==> src/hdl/sap_hdr_pkg.sv <==
// ----------------------------------------------------------------------------
// sap_hdr_pkg
// Shared constants, codes and types of the SAP header parser.
// ----------------------------------------------------------------------------
package sap_hdr_pkg;

  localparam int MAX_PACKET_BYTES = 2048;
  localparam int POS_W  = $clog2(MAX_PACKET_BYTES + 2);
  localparam int CALC_W = (POS_W > 12) ? POS_W : 12;

  localparam int V4_BASE    = 8;
  localparam int V6_BASE    = 20;
  localparam int MIN_LEN    = 12;
  localparam int MIN_LEN_V6 = 24;

  localparam int FLAG_V6  = 4;
  localparam int FLAG_DEL = 2;
  localparam int FLAG_ENC = 1;
  localparam int FLAG_CMP = 0;
  localparam logic [2:0] SAP_VERSION = 3'd1;

  typedef enum logic [2:0] {
    ST_OK        = 3'd0,
    ST_SHORT     = 3'd1,
    ST_BAD_VER   = 3'd2,
    ST_ENCRYPTED = 3'd3,
    ST_COMPRESS  = 3'd4,
    ST_AUTH      = 3'd5,
    ST_TOO_LONG  = 3'd6
  } status_t;

  // packet state as seen after the current byte
  typedef struct packed {
    logic [POS_W-1:0] idx;
    logic             overflow;
    logic [7:0]       flags;
    logic [7:0]       auth_size;
    logic [15:0]      msg_id;
    logic [63:0]      addr_hi;
    logic [63:0]      addr_lo;
    logic             pfx_mismatch;
    logic             term_found;
    logic [POS_W-1:0] term_pos;
  } pkt_view_t;

  function automatic logic [7:0] prefix_char(input logic [1:0] k);
    logic [7:0] c;
    case (k)
      2'd0:    c = 8'h76;
      2'd1:    c = 8'h3D;
      2'd2:    c = 8'h30;
      default: c = 8'h00;
    endcase
    return c;
  endfunction

endpackage

==> src/hdl/sap_hdr_in_if.sv <==
// ----------------------------------------------------------------------------
// sap_hdr_in_if
// Byte stream channel into the SAP header parser.
// ----------------------------------------------------------------------------
interface sap_hdr_in_if;
  logic       valid;
  logic       ready;
  logic [7:0] data_byte;
  logic       last_byte;

  modport source (output valid, output data_byte, output last_byte, input ready);
  modport sink   (input valid, input data_byte, input last_byte, output ready);
endinterface

==> src/hdl/sap_hdr_out_if.sv <==
// ----------------------------------------------------------------------------
// sap_hdr_out_if
// Packet summary channel out of the SAP header parser.
// ----------------------------------------------------------------------------
interface sap_hdr_out_if;
  logic        valid;
  logic        ready;
  logic [2:0]  status;
  logic        is_deletion;
  logic        source_is_ipv6;
  logic [15:0] msg_hash;
  logic [63:0] source_addr_high;
  logic [63:0] source_addr_low;
  logic [10:0] type_length;
  logic [11:0] payload_offset;
  logic [11:0] payload_length;

  modport source (output valid, output status, output is_deletion, output source_is_ipv6,
                  output msg_hash, output source_addr_high, output source_addr_low,
                  output type_length, output payload_offset, output payload_length,
                  input ready);
  modport sink   (input valid, input status, input is_deletion, input source_is_ipv6,
                  input msg_hash, input source_addr_high, input source_addr_low,
                  input type_length, input payload_offset, input payload_length,
                  output ready);
endinterface

==> src/hdl/sap_hdr_capture.sv <==
// ----------------------------------------------------------------------------
// sap_hdr_capture
// Per-byte header field capture, prefix check and terminator search.
// ----------------------------------------------------------------------------
module sap_hdr_capture (
  input  logic                   clk,
  input  logic                   rst_n,
  input  logic                   accept,
  input  logic [7:0]             data_byte,
  input  logic                   last_byte,
  output sap_hdr_pkg::pkt_view_t view
);
  import sap_hdr_pkg::*;

  logic [POS_W-1:0] pos_r, pos_nxt;
  logic [7:0]       flags_r, flags_nxt;
  logic [7:0]       auth_r, auth_nxt;
  logic [15:0]      msg_id_r, msg_id_nxt;
  logic [63:0]      addr_hi_r, addr_hi_nxt;
  logic [63:0]      addr_lo_r, addr_lo_nxt;
  logic             pfx_mis_r, pfx_mis_nxt;
  logic             term_found_r, term_found_nxt;
  logic [POS_W-1:0] term_pos_r, term_pos_nxt;

  logic             overflow;
  logic [POS_W-1:0] base;
  logic [POS_W-1:0] off;

  always_comb begin
    overflow       = pos_r >= POS_W'(MAX_PACKET_BYTES);
    base           = ((pos_r != '0) && flags_r[FLAG_V6]) ? POS_W'(V6_BASE) : POS_W'(V4_BASE);
    off            = pos_r - base;
    flags_nxt      = flags_r;
    auth_nxt       = auth_r;
    msg_id_nxt     = msg_id_r;
    addr_hi_nxt    = addr_hi_r;
    addr_lo_nxt    = addr_lo_r;
    pfx_mis_nxt    = pfx_mis_r;
    term_found_nxt = term_found_r;
    term_pos_nxt   = term_pos_r;
    if (!overflow) begin
      priority if (pos_r == POS_W'(0)) begin
        flags_nxt = data_byte;
      end else if (pos_r == POS_W'(1)) begin
        auth_nxt = data_byte;
      end else if (pos_r <= POS_W'(3)) begin
        msg_id_nxt = {msg_id_r[7:0], data_byte};
      end else if (pos_r <= POS_W'(11)) begin
        addr_hi_nxt = {addr_hi_r[55:0], data_byte};
      end else if (pos_r <= POS_W'(19)) begin
        addr_lo_nxt = {addr_lo_r[55:0], data_byte};
      end else begin
        // hold the header fields
      end
      if (pos_r >= base) begin
        if ((off < POS_W'(3)) && (data_byte != prefix_char(off[1:0]))) begin
          pfx_mis_nxt = 1'b1;
        end
        if ((data_byte == 8'h00) && !term_found_r) begin
          term_found_nxt = 1'b1;
          term_pos_nxt   = pos_r;
        end
      end
    end
    pos_nxt = (pos_r <= POS_W'(MAX_PACKET_BYTES)) ? pos_r + POS_W'(1) : pos_r;
  end

  always_comb begin
    view.idx          = pos_r;
    view.overflow     = overflow;
    view.flags        = flags_nxt;
    view.auth_size    = auth_nxt;
    view.msg_id       = msg_id_nxt;
    view.addr_hi      = addr_hi_nxt;
    view.addr_lo      = addr_lo_nxt;
    view.pfx_mismatch = pfx_mis_nxt;
    view.term_found   = term_found_nxt;
    view.term_pos     = term_pos_nxt;
  end

  always_ff @(posedge clk) begin
    if (!rst_n || (accept && last_byte)) begin
      pos_r        <= '0;
      flags_r      <= '0;
      auth_r       <= '0;
      msg_id_r     <= '0;
      addr_hi_r    <= '0;
      addr_lo_r    <= '0;
      pfx_mis_r    <= 1'b0;
      term_found_r <= 1'b0;
      term_pos_r   <= '0;
    end else if (accept) begin
      pos_r        <= pos_nxt;
      flags_r      <= flags_nxt;
      auth_r       <= auth_nxt;
      msg_id_r     <= msg_id_nxt;
      addr_hi_r    <= addr_hi_nxt;
      addr_lo_r    <= addr_lo_nxt;
      pfx_mis_r    <= pfx_mis_nxt;
      term_found_r <= term_found_nxt;
      term_pos_r   <= term_pos_nxt;
    end
  end

endmodule

==> src/hdl/sap_header_parser.sv <==
// ----------------------------------------------------------------------------
// sap_header_parser
// Parses a SAP packet byte by byte and emits one summary per packet.
//
//   channel  | dir | transaction
//   in_ch    | in  | one packet byte, last_byte marks the end of the packet
//   out_ch   | out | one header summary per packet
//
// One byte per cycle while in_ch.ready is high; the summary is registered and shows up on
// out_ch the cycle after the last byte is taken.
// in_ch.ready drops only for a last byte while a summary is held and
// out_ch.ready is low; bytes inside a packet keep flowing.
// rst_n (synchronous) clears the packet state and the held summary.
// ----------------------------------------------------------------------------
module sap_header_parser (
  input logic         clk,
  input logic         rst_n,
  sap_hdr_in_if.sink  in_ch,
  sap_hdr_out_if.source out_ch
);
  import sap_hdr_pkg::*;

  pkt_view_t        view;
  logic             accept;
  logic             v6;
  logic [CALC_W-1:0] len;
  logic [CALC_W-1:0] base;
  logic [CALC_W-1:0] start;
  logic [CALC_W-1:0] tlen;
  logic [CALC_W-1:0] plen;
  status_t          status;

  logic        out_valid_r;
  status_t     status_r;
  logic        del_r;
  logic        v6_r;
  logic [15:0] msg_id_r;
  logic [63:0] addr_hi_r;
  logic [63:0] addr_lo_r;
  logic [10:0] tlen_r;
  logic [11:0] poff_r;
  logic [11:0] plen_r;

  assign in_ch.ready = !out_valid_r || out_ch.ready || !in_ch.last_byte;
  assign accept      = in_ch.valid && in_ch.ready;

  sap_hdr_capture u_capture (
    .clk       (clk),
    .rst_n     (rst_n),
    .accept    (accept),
    .data_byte (in_ch.data_byte),
    .last_byte (in_ch.last_byte),
    .view      (view)
  );

  always_comb begin
    v6    = view.flags[FLAG_V6];
    len   = CALC_W'(view.idx) + CALC_W'(1);
    base  = v6 ? CALC_W'(V6_BASE) : CALC_W'(V4_BASE);
    start = base;
    tlen  = '0;
    if (view.pfx_mismatch && view.term_found) begin
      tlen  = CALC_W'(view.term_pos) - base;
      start = CALC_W'(view.term_pos) + CALC_W'(1);
    end
    plen = len - start;
    priority if (view.overflow) begin
      status = ST_TOO_LONG;
    end else if (len < CALC_W'(MIN_LEN)) begin
      status = ST_SHORT;
    end else if (view.flags[7:5] != SAP_VERSION) begin
      status = ST_BAD_VER;
    end else if (v6 && (len < CALC_W'(MIN_LEN_V6))) begin
      status = ST_SHORT;
    end else if (view.flags[FLAG_ENC]) begin
      status = ST_ENCRYPTED;
    end else if (view.flags[FLAG_CMP]) begin
      status = ST_COMPRESS;
    end else if (view.auth_size != 8'h00) begin
      status = ST_AUTH;
    end else begin
      status = ST_OK;
    end
  end

  always_ff @(posedge clk) begin
    if (!rst_n) begin
      out_valid_r <= 1'b0;
    end else if (accept && in_ch.last_byte) begin
      out_valid_r <= 1'b1;
    end else if (out_ch.ready) begin
      out_valid_r <= 1'b0;
    end
  end

  always_ff @(posedge clk) begin
    if (accept && in_ch.last_byte) begin
      status_r <= status;
      if (status == ST_OK) begin
        del_r     <= view.flags[FLAG_DEL];
        v6_r      <= v6;
        msg_id_r  <= view.msg_id;
        addr_hi_r <= v6 ? view.addr_hi : 64'h0;
        addr_lo_r <= v6 ? view.addr_lo : {32'h0, view.addr_hi[63:32]};
        tlen_r    <= tlen[10:0];
        poff_r    <= start[11:0];
        plen_r    <= plen[11:0];
      end else begin
        del_r     <= 1'b0;
        v6_r      <= 1'b0;
        msg_id_r  <= '0;
        addr_hi_r <= '0;
        addr_lo_r <= '0;
        tlen_r    <= '0;
        poff_r    <= '0;
        plen_r    <= '0;
      end
    end
  end

  assign out_ch.valid            = out_valid_r;
  assign out_ch.status           = status_r;
  assign out_ch.is_deletion      = del_r;
  assign out_ch.source_is_ipv6   = v6_r;
  assign out_ch.msg_hash         = msg_id_r;
  assign out_ch.source_addr_high = addr_hi_r;
  assign out_ch.source_addr_low  = addr_lo_r;
  assign out_ch.type_length      = tlen_r;
  assign out_ch.payload_offset   = poff_r;
  assign out_ch.payload_length   = plen_r;

  a_summary_follows_last: assert property (@(posedge clk) disable iff (!rst_n)
    accept && in_ch.last_byte |=> out_valid_r)
    else $error("no summary after last byte");

  a_ready_when_empty: assert property (@(posedge clk) disable iff (!rst_n)
    !out_valid_r |-> in_ch.ready)
    else $error("input stalled with no summary held");

  a_mid_packet_keeps_summary: assert property (@(posedge clk) disable iff (!rst_n)
    accept && !in_ch.last_byte && out_valid_r && !out_ch.ready |=> out_valid_r)
    else $error("held summary lost on mid-packet byte");

  a_error_zero_fields: assert property (@(posedge clk) disable iff (!rst_n)
    out_valid_r && (status_r != ST_OK) |-> (msg_id_r == 16'h0) && !del_r && !v6_r
      && (addr_lo_r == 64'h0) && (plen_r == 12'h0))
    else $error("error summary carries field data");

  a_v4_high_zero: assert property (@(posedge clk) disable iff (!rst_n)
    out_valid_r && !v6_r |-> (addr_hi_r == 64'h0))
    else $error("IPv4 summary with upper address bits");

endmodule

==> src/flat_wrapper.sv <==
// flat-port wrapper written by rule: the top's interface ports become plain ports
module sap_header_parser_flat import sap_hdr_pkg::*;
  (clk, rst_n, in_ch_valid, in_ch_data_byte, in_ch_last_byte, in_ch_ready, out_ch_valid, out_ch_status, out_ch_is_deletion, out_ch_source_is_ipv6, out_ch_msg_hash, out_ch_source_addr_high, out_ch_source_addr_low, out_ch_type_length, out_ch_payload_offset, out_ch_payload_length, out_ch_ready);
  sap_hdr_in_if in_ch_i ();
  sap_hdr_out_if out_ch_i ();
  input logic clk;
  input logic rst_n;
  input wire logic [$bits(in_ch_i.valid)-1:0] in_ch_valid;
  input wire logic [$bits(in_ch_i.data_byte)-1:0] in_ch_data_byte;
  input wire logic [$bits(in_ch_i.last_byte)-1:0] in_ch_last_byte;
  output wire logic [$bits(in_ch_i.ready)-1:0] in_ch_ready;
  output wire logic [$bits(out_ch_i.valid)-1:0] out_ch_valid;
  output wire logic [$bits(out_ch_i.status)-1:0] out_ch_status;
  output wire logic [$bits(out_ch_i.is_deletion)-1:0] out_ch_is_deletion;
  output wire logic [$bits(out_ch_i.source_is_ipv6)-1:0] out_ch_source_is_ipv6;
  output wire logic [$bits(out_ch_i.msg_hash)-1:0] out_ch_msg_hash;
  output wire logic [$bits(out_ch_i.source_addr_high)-1:0] out_ch_source_addr_high;
  output wire logic [$bits(out_ch_i.source_addr_low)-1:0] out_ch_source_addr_low;
  output wire logic [$bits(out_ch_i.type_length)-1:0] out_ch_type_length;
  output wire logic [$bits(out_ch_i.payload_offset)-1:0] out_ch_payload_offset;
  output wire logic [$bits(out_ch_i.payload_length)-1:0] out_ch_payload_length;
  input wire logic [$bits(out_ch_i.ready)-1:0] out_ch_ready;
  assign in_ch_i.valid = in_ch_valid;
  assign in_ch_i.data_byte = in_ch_data_byte;
  assign in_ch_i.last_byte = in_ch_last_byte;
  assign in_ch_ready = in_ch_i.ready;
  assign out_ch_valid = out_ch_i.valid;
  assign out_ch_status = out_ch_i.status;
  assign out_ch_is_deletion = out_ch_i.is_deletion;
  assign out_ch_source_is_ipv6 = out_ch_i.source_is_ipv6;
  assign out_ch_msg_hash = out_ch_i.msg_hash;
  assign out_ch_source_addr_high = out_ch_i.source_addr_high;
  assign out_ch_source_addr_low = out_ch_i.source_addr_low;
  assign out_ch_type_length = out_ch_i.type_length;
  assign out_ch_payload_offset = out_ch_i.payload_offset;
  assign out_ch_payload_length = out_ch_i.payload_length;
  assign out_ch_i.ready = out_ch_ready;
  sap_header_parser u_core (.clk(clk), .rst_n(rst_n), .in_ch(in_ch_i), .out_ch(out_ch_i));
endmodule
==> config.mk <==
export PLATFORM = sky130hd
export DESIGN_NAME = sap_header_parser_flat
export DESIGN_NICKNAME = d
export VERILOG_FILES = /design/src/hdl/sap_hdr_pkg.sv /design/src/hdl/sap_hdr_in_if.sv /design/src/hdl/sap_hdr_out_if.sv /design/src/hdl/sap_hdr_capture.sv /design/src/hdl/sap_header_parser.sv /design/src/flat_wrapper.sv
export SDC_FILE = /design/constraint.sdc
export NUM_CORES = 1
export LEC_CHECK = 0
export BUFFER_PORTS_ARGS = -buffer_cell sky130_fd_sc_hd__buf_2
export CORE_MARGIN = 3
export CORE_UTILIZATION = 55
export CTS_CLUSTER_DIAMETER = 50
export DETAILED_ROUTE_END_ITERATION = 10
export PLACE_DENSITY = 0.81
export SYNTH_ARGS = -nofsm -noshare
export SYNTH_HDL_FRONTEND = slang
export SYNTH_SLANG_ARGS = --single-unit
==> constraint.sdc <==
create_clock -name clk -period 8 [get_ports clk]
set_input_delay 0.4 -clock clk [delete_from_list [all_inputs] [get_ports clk]]
set_output_delay 0.4 -clock clk [all_outputs]
set_load 0.05 [all_outputs]
# Word-level counts from Yosys, hierarchy flattened
# Index checks and enable logic that the tools add are counted.
# classes
add_sub_neg,5
order_cmp,9
n_eq_ne,5
muxes,45
n_bitwise,1
reduce_logical,25
# ops
operator,n
2-to-1 mux 64 bit,11
2-to-1 mux 16 bit,4
2-to-1 mux 8 bit,7
2-to-1 mux 12 bit,4
2-to-1 mux 32 bit,1
"adder 12 x 1 -> 12 bit, second input constant",2
2-to-1 mux 3 bit,7
one-hot mux 7 bit (3 select lines),1
"equality test 12 x 1 -> 1 bit, second input constant",1
">= comparator 12 bit, second input constant",1
>= comparator 12 x 5 -> 1 bit,1
"less-or-equal comparator 12 bit, second input constant",1
"less-or-equal comparator 12 x 2 -> 1 bit, second input constant",1
"less-or-equal comparator 12 x 4 -> 1 bit, second input constant",1
"less-or-equal comparator 12 x 5 -> 1 bit, second input constant",1
logical NOT 12 bit,1
"< comparator 12 x 2 -> 1 bit, second input constant",1
"< comparator 12 x 4 -> 1 bit, second input constant",1
"< comparator 12 x 5 -> 1 bit, second input constant",1
nonzero test 12 bit,1
subtractor 12 bit,1
subtractor 12 x 5 -> 12 bit,1
subtractor 11 bit,1
2-to-1 mux 5 bit,2
16 further kinds,36
# totals
register_bits,371
in_bits,13
output_inout_bits,186
word_cells,111

# Depth between registers and ports, before layout
# Gate-level depths: netlist of the first run.
# depth
word_depth,16
mapped_depth,32
depth_no_buf,27

# By module
# From an unflattened synthesis of the first run, not the netlist that was laid out.
# unflattened
cells_unflattened,1767
area_unflattened_um2,17725.8
# by_module_without_submodules
module,n_inst,cells_per_inst,area_per_inst_um2,seq_area_each_um2
sap_hdr_capture,1,1106,9153.8,3723.6
sap_header_parser,1,661,8572.0,5545.3

# Worst setup path before layout of the first run
# OpenSTA, ideal clock, no wires.
# synth_path
path_kind,reg-to-reg
start,reg u_core.u_capture.pos_r[0]
end,"reg u_core.plen_r[11] (netlist: u_core.out_ch.payload_length[11]), data pin"
setup_ns,0.266
t_arrival_ns,5.603
required_time_ns,7.734
setup_slack_ns,2.131
path_stages_with_launch,32
n_path_buf,5
period_less_slack_ns,5.869
cell_sequence,dfxtp_1 > clkbuf_1 > inv_1 > ha_1 > nand4_1 > and2_1 > clkinv_2 > nor2_1 > inv_1 > ha_1 > a21oi_1 > and2_1 > a311o_1 > clkbuf_1 > clkbuf_1 > buf_1 > nand2_1 > o21ai_0 > ha_1 > clkbuf_1 > nand3_1 > xnor2_1 > nor2_1 > a21oi_1 > a21oi_1 > ha_1 > or3_1 > o21ai_0 > o21ai_0 > o41a_1 > xnor2_1 > nor2_1
# synth_between
elab_cells_between_ends,49
cone_classes,add/sub: 4; order compare: 5; eq/ne: 5; mux: 26; reduce/logical: 9
# synth_lines
element,line,text
start: declaration,sap_hdr_capture.sv:15,"logic [POS_W-1:0] pos_r, pos_nxt;"
start signal: assignment,sap_hdr_capture.sv:93,pos_r <= pos_nxt;
adder 12 x 1 -> 12 bit *,sap_header_parser.sv:58,len = CALC_W'(view.idx) + CALC_W'(1);
via u_core.len[0],sap_header_parser.sv:26,logic [CALC_W-1:0] len;
< comparator 12 x 5 -> 1 bit,sap_header_parser.sv:73,end else if (v6 && (len < CALC_W'(MIN_LEN_V6))) begin
logical AND 1 bit,sap_header_parser.sv:73,
2-to-1 mux 3 bit,sap_header_parser.sv:73,
2-to-1 mux 3 bit,sap_header_parser.sv:71,end else if (view.flags[7:5] != SAP_VERSION) begin
2-to-1 mux 3 bit,sap_header_parser.sv:69,end else if (len < CALC_W'(MIN_LEN)) begin
2-to-1 mux 3 bit,sap_header_parser.sv:67,priority if (view.overflow) begin
logical NOT 3 bit,sap_header_parser.sv:99,if (status == ST_OK) begin
end signal: assignment,sap_header_parser.sv:107,plen_r <= plen[11:0];
end: declaration,sap_header_parser.sv:42,logic [11:0] plen_r;
# Mark *: on every way through the listed nets, which the timed path passes. The rest lies on a longest branch. The select of a mux whose other input is x is not followed.
# A chain may end at the register's enable or synchronous reset.

# Worst setup path after layout of the first run
# Same ends and word-level chain as after synthesis.

==> flow_summary.yaml, run 1 <==
run_status:
  outcome: "finished, final reports clean"
critical_path:
  r2r_slack_ns: 1.49
  worstSetupStartpoint: "u_core.u_capture.pos_r[0]"
  critPathMaxFanout: 12
  cp-start-kind: "register"
  worst_path_largest_cell_delay_ns: 0.61
  reg2regPathDepth: 23
  path_class: "register to register"
  r2r-start: "u_core.u_capture.pos_r[0]"
  r2r_end: "u_core.out_ch.payload_length[11]"
  cpMaxStageDelayCell: "nor2_1"
  crit_chain: "inv_1 -> ha_1 -> nand4_1 -> and2_1 -> clkinv_2 -> nor2_1 -> inv_1 -> ha_1 -> nor4_1 -> o211ai_1 -> a211o_1 -> o41a_1 -> nor2_1 -> nand2_1 -> ha_1 -> nor2b_1 -> o21ai_0 -> a21boi_0 -> o21ai_0 -> o21ai_0 -> o41a_1 -> xnor2_1 -> nor2_1"
  arrival_ns: 6.77
  endpoint: "u_core.out_ch.payload_length[11]"
  crit_required_ns: 8.26
  crit_path_end_kind: "register"
power_and_ir_drop:
  leakagePower_nw: 6.82
  finalPower_mw: 4.19
  powerDensity_mw_per_mm2: 216
  peakVddDrop_mv: 0.143
clock_tree:
  clock_latency_ns: 0.55
  cts_root_buffer: "clkbuf_16"
  cts_made_buffers: 39
  clockBufferDepth: 3
  cts_resized: 0
  cts_setup_buffers: 0
  cts-htree-levels: 2
  clk_pin_slew_ns: 0.06
  cts_hold_buffers: 0
  cts_sinks: 370
  cts_tree: "built"
floorplanning:
  coreArea_mm2: 0.0301
  die_w_um: 182
  die-area_mm2: 0.0331
  fp-row-count: 63
  io_pins: 199
  initial_utilization_pct: 56.6
  die_h_um: 182
sta:
  timing.final.ws_setup_ns: 1.49
  fin_tns_setup_ns: 0
  rsz0062_at_grt: "no"
  fin_crit_ns: 6.51
  slew_headroom_pct: 15.6
  max_freq_mhz: 154
  worst_pin_slew_ns: 1.26
  finalHoldViolations: 0
  final.setup_skew_ns: 0.0213
  slew_viol_final: 0
  fin_crit_sh_pct: 81.4
  setup_violations: 0
global_route:
  use_met2_pct: 39.6
  antenna_found_initial: 1
  grt_use_total_pct: 25.9
  busiest_layer: "met2"
  grt_overflow: 0
  gr-usage-met3_pct: 5.15
  grt_pass1_wl_um: 70200
  grt_start_max_net_pins: 97
  grt_pass1_vias: 13003
  use_met1_pct: 37.7
placement:
  place_hpwl_um: 28300
  port_buffers: 198
  dp_slack_ns: 1.64
  place_congestion: 0.881
synthesis:
  synth_ff_type: "dfxtp_1"
  syn_nets: 1920
  syn_area_mm2: 0.0170
  yosys.cell_types.count: 65
  syn_area_per_cell_um2: 9.04
  postSynthRegisterBits: 370
  synth_edf_count: 184
  async_reset_ff_share_pct: 0
  ys.warnings.count: 0
  synthCells: 1884
  ys_seq_area_share_pct: 54.3
routing:
  drt_iter0_markers: 1701
  viasPerCell: 5.80
  via_count: 14038
  drt.antenna.violating_nets: 0
  routed_wl_um: 44300
  drcViolationCount: 0
  avgRoutedWirePerCell_um: 18.3
  drt_pre_antenna_iters: 5
cells_and_area:
  diodes: 0
  num-nets-final: 2037
  syn_to_final_growth_pct: 14.0
  n_fill_cell: 2413
  final_layout_size_suffix_gt1_share_pct: 16.6
hold_path:
  holdCritPathClass: "input pin to register"
run:
  maxCapViolations: 0
## state kept, by name (all words and copies together) (netlist names), 3 cells and up
register and cells:
u_core.out_ch.msg_hash 16, u_core.out_ch.payload_length 12, u_core.out_ch.payload_offset 12, u_core.out_ch.source_addr_high 64, u_core.out_ch.source_addr_low 64, u_core.out_ch.status 3
u_core.out_ch.type_length 11, u_core.u_capture.addr_hi_r 64, u_core.u_capture.addr_lo_r 64, u_core.u_capture.auth_r 8, u_core.u_capture.flags_r 7, u_core.u_capture.msg_id_r 16
u_core.u_capture.pos_r 12, u_core.u_capture.term_pos_r 12
## synth_stat cells (7+ instances only)
| library cell | n | share of area [%] |
|---|---|---|
| a211oi_1 | 39 | 1.7 |
| a21oi_1 | 267 | 7.8 |
| and3_1 | 40 | 1.5 |
| buf_1 | 13 | 0.29 |
| buf_2 | 12 | 0.35 |
| clkbuf_1 | 108 | 2.4 |
| dfxtp_1 | 186 | 22 |
| edfxtp_1 | 184 | 32 |
| ha_1 | 21 | 1.5 |
| inv_1 | 22 | 0.48 |
| mux2_2 | 7 | 0.46 |
| mux2i_1 | 47 | 2.8 |
| nand2_1 | 586 | 13 |
| nand3_1 | 28 | 0.82 |
| nor2_1 | 108 | 2.4 |
| nor2_2 | 10 | 0.37 |
| nor2_4 | 19 | 1.3 |
| nor2b_1 | 8 | 0.29 |
| nor3_1 | 9 | 0.26 |
| o211ai_1 | 7 | 0.31 |
| o21ai_0 | 17 | 0.50 |
| xnor2_1 | 31 | 1.6 |
| xor2_1 | 21 | 1.1 |
## per-layer routing
| metal | vias to the layer above | share of wire (%) | wire length [µm] |
|---|---|---|---|
| li1 | 6643 | - | - |
| met2 | 626 | 46 | 20200 |
| met1 | 6689 | 43 | 19100 |
| met3 | 78 | 8.8 | 3890 |
| met5 | - | 0.029 | 13 |
| met4 | 2 | 2.4 | 1070 |
## stage by stage
stage	hold slack (ns)	area, µm²	utilization, %	instances
after floorplan	0.436	17000	-	1884
after global placement	0.441	18100	60.2	2350
after detailed placement	0.447	18100	60.2	2350
after CTS	0.136	19400	64.5	2422
after global routing	0.151	19400	64.5	2422
final	0.144	19400	64.5	2422
## kinds of logic (layout without fill, tap and decap cells)
kind of cell | Yosys count | after routing | share of synthesized area, %
adders and majority gates | 23 | 23 | 1.78
and+or+nand+nor | 858 | 858 | 22.1
xor gates and xnor gates | 52 | 52 | 2.67
buffers and inverters | 164 | 312 | 4.02
AOI/OAI and AO/OA | 363 | 363 | 11.9
DFF | 370 | 370 | 54.3
muxes | 54 | 54 | 3.22
## worst max-delay path: cells and delay by family, from the launching register on
kind / cells / cell delay (ns)
AOI/OAI and AO/OA: 8 / 2.06
xor gates and xnor gates: 1 / 0.16
adders and majority gates: 3 / 0.99
buffers and inverters: 3 / 0.32
DFF: 1 / 0.55
and+or+nand+nor: 8 / 2.14
## area by class of cell
cell class | count | area, µm² | area share, %
clock inverters | 24 | 289 | 1.49
flip-flops and latches | 370 | 9250 | 47.6
well taps | 390 | 488 | 2.51
repair buffers | 215 | 1120 | 5.76
inverters | 25 | 100 | 0.515
clock buffers | 48 | 1020 | 5.25
multi-input cells | 1350 | 7160 | 36.9
## report_power, final
group	switching [mW]	internal [mW]	total [mW]
Clock	0.764	1.06	1.82
Combinational	0.262	0.0713	0.333
Sequential	0.0158	2.02	2.04
Total	1.04	3.15	4.19
## how the worst min path moves through the flow
stage,startpoint,to,slack [ns],cells after the start
after global routing,rst_n,u_core.out_ch.valid,0.15,2
after floorplan,u_core.u_capture.addr_hi_r[56],u_core.u_capture.addr_hi_r[56],0.44,2
after detailed placement,u_core.u_capture.msg_id_r[11],u_core.u_capture.msg_id_r[11],0.45,2
final,out_ch_ready,u_core.out_ch.valid,0.14,3
after global placement,u_core.u_capture.addr_hi_r[60],u_core.u_capture.addr_hi_r[60],0.44,2
after CTS,out_ch_ready,u_core.out_ch.valid,0.14,3
## layout by cell type (no fill, tap or decap), types with 28 or more instances in the layout
| cell | Yosys | final |
|---|---|---|
| a211oi_1 | 39 | 39 |
| a21oi_1 | 267 | 267 |
| and3_1 | 40 | 40 |
| buf_2 | 12 | 198 |
| clkbuf_16 | 0 | 39 |
| dfxtp_1 | 186 | 186 |
| edfxtp_1 | 184 | 184 |
| mux2i_1 | 47 | 47 |
| nand2_1 | 586 | 583 |
| nand3_1 | 28 | 28 |
| nor2_1 | 108 | 105 |
| xnor2_1 | 31 | 31 |
Power figures use the tool's default switching activity.
==> run 2: changes to the inputs <==
==> constraint.sdc (replaced) <==
create_clock -name clk -period 6.4 [get_ports clk]
set_input_delay 0.32 -clock clk [delete_from_list [all_inputs] [get_ports clk]]
set_output_delay 0.32 -clock clk [all_outputs]
set_load 0.05 [all_outputs]
==> flow_summary.yaml, run 2 (synthesis results as in run 1) <==
run_status:
  outcome: "finished, final reports clean"
cells_and_area:
  fin_cells: 2429
  final_common_cell: "nand2_1"
  n_fill_cell: 2435
  num-nets-final: 2045
  final_util_pct: 64.6
  final_cell_mix: "583 x nand2_1, 267 x a21oi_1, 198 x buf_2, 185 x dfxtp_1, 184 x edfxtp_1"
  syn_to_final_growth_pct: 14.2
  final_layout_size_suffix_gt1_share_pct: 17.0
  fin_area_mm2: 0.0195
  diodes: 0
routing:
  viasPerCell: 5.82
  drcViolationCount: 0
  routed_wl_um: 45000
  via_count: 14146
  drt_pre_antenna_iters: 5
  avgRoutedWirePerCell_um: 18.5
  drt.antenna.violating_nets: 0
  drt_iter0_markers: 1496
clock_tree:
  clockBufferDepth: 3
  cts_hold_buffers: 0
  cts_sinks: 370
  cts_root_buffer: "clkbuf_16"
  cts_setup_buffers: 0
  cts_made_buffers: 39
  cts-htree-levels: 2
  cts_tree: "built"
  cts_resized: 0
  clk_pin_slew_ns: 0.06
  clock_latency_ns: 0.54
sta:
  setup_violations: 0
  slew_headroom_pct: 20.7
  slew_viol_final: 0
  fin_crit_ns: 5.81
  fin_crit_sh_pct: 90.9
  hold_ws_ns: 0.0731
  worst_pin_slew_ns: 1.19
  final.setup_skew_ns: 0.0188
  max_freq_mhz: 172
  finalHoldViolations: 0
  timing.final.ws_setup_ns: 0.585
  fin_tns_setup_ns: 0
  rsz0062_at_grt: "no"
power_and_ir_drop:
  peakVddDrop_mv: 0.241
  pwr-share-clk_pct: 43.1
  p_int_mw: 3.92
  seqPwrFrac_pct: 48.9
  finalPower_mw: 5.21
  powerDensity_mw_per_mm2: 268
  p_comb_share_pct: 8.0
  p_sw_share_pct: 24.8
  leakagePower_nw: 6.85
  p_switching_mw: 1.29
critical_path:
  cpMaxStageDelayCell: "dfxtp_1"
  crit_path_end_kind: "register"
  worst_path_largest_cell_delay_ns: 0.46
  path_delay_family: "compound AO/OA/AOI/OAI gates"
  cp.depth: 27
  endpoint: "u_core.out_ch.payload_length[11]"
  crit_required_ns: 6.64
  cp_num_buf_inv: 4
  cp-start-kind: "register"
  r2r-start: "u_core.u_capture.pos_r[1]"
  r2r_end: "u_core.out_ch.payload_length[11]"
  critPathMaxFanout: 29
  arrival_ns: 6.06
  reg2regPathDepth: 27
  path_class: "register to register"
  r2r_slack_ns: 0.59
  worstSetupStartpoint: "u_core.u_capture.pos_r[1]"
  path_common_cell: "ha_1"
floorplanning:
  die_h_um: 182
  initial_utilization_pct: 56.6
  coreArea_mm2: 0.0301
  die-area_mm2: 0.0331
  fp-row-count: 63
  die_w_um: 182
  io_pins: 199
global_route:
  grt_pass1_wl_um: 71200
  grt_pass1_vias: 13349
  grt_overflow: 0
  grt_start_max_net_pins: 114
  antenna_found_initial: 0
  grt_use_total_pct: 26.4
placement:
  dp_slack_ns: 0.554
  place_congestion: 0.958
  port_buffers: 198
  place_hpwl_um: 28400
  dpl-instance-area_mm2: 0.0182
  dp_cells: 2358
hold_path:
  hold_start: "out_ch_ready"
  holdCritPathClass: "input pin to register"
run:
  maxCapViolations: 0
[run 2: cell count changes in the layout (fill, tap and decap cells not counted), sizes merged]
cell	delta
clkinv	-4
bufinv	-2
clkbuf	+3
inv	+2
buf	+8
[run 2: layer usage]
| layer | vias to the layer above | global-route usage [%] | part of all wire (%) |
|---|---|---|---|
| met1 | 6780 | 36.9 | 42 |
| met3 | 76 | 5.49 | 9.3 |
| met5 | - | 0 | 0 |
| met2 | 642 | 42.3 | 46 |
| met4 | 0 | 6.49 | 2.1 |
| li1 | 6648 | - | - |
[run 2: tightest hold or removal path, cell delays in order]
cell and delay (ns):
buf_2 0.08, nand2b_1 0.08, a21boi_0 0.07
[run 2: worst min-delay path by stage]
stage	endpoint	slack, ns	cells past startpoint
after floorplan	u_core.u_capture.addr_hi_r[56]	0.44	2
after CTS	u_core.out_ch.valid	0.06	2
final	u_core.out_ch.valid	0.07	3
after global placement	u_core.u_capture.addr_hi_r[56]	0.44	2
after detailed placement	u_core.u_capture.addr_lo_r[62]	0.45	2
after global routing	u_core.out_ch.valid	0.06	2
[run 2: final cells by class]
class                   count  area (µm²)  share of cell area [%]
multi-input cells        1350        7160                    36.8
inverters                  25         100                   0.514
well taps                 390         488                    2.51
clock buffers              51        1090                    5.62
clock inverters            20         188                   0.965
repair buffers            223        1180                    6.08
flip-flops and latches    370        9250                    47.5
[run 2: power by group through the flow]
stage | clock [mW] | sequential [mW] | combinational (mW)
3_3_place_gp | 0 | 2.60 | 0.411
4_1_cts | 2.28 | 2.55 | 0.415
6_report | 2.25 | 2.55 | 0.417
2_1_floorplan | 0 | 2.75 | 0.167
3_5_place_dp | 0 | 2.60 | 0.414
5_1_grt | 2.37 | 2.55 | 0.442
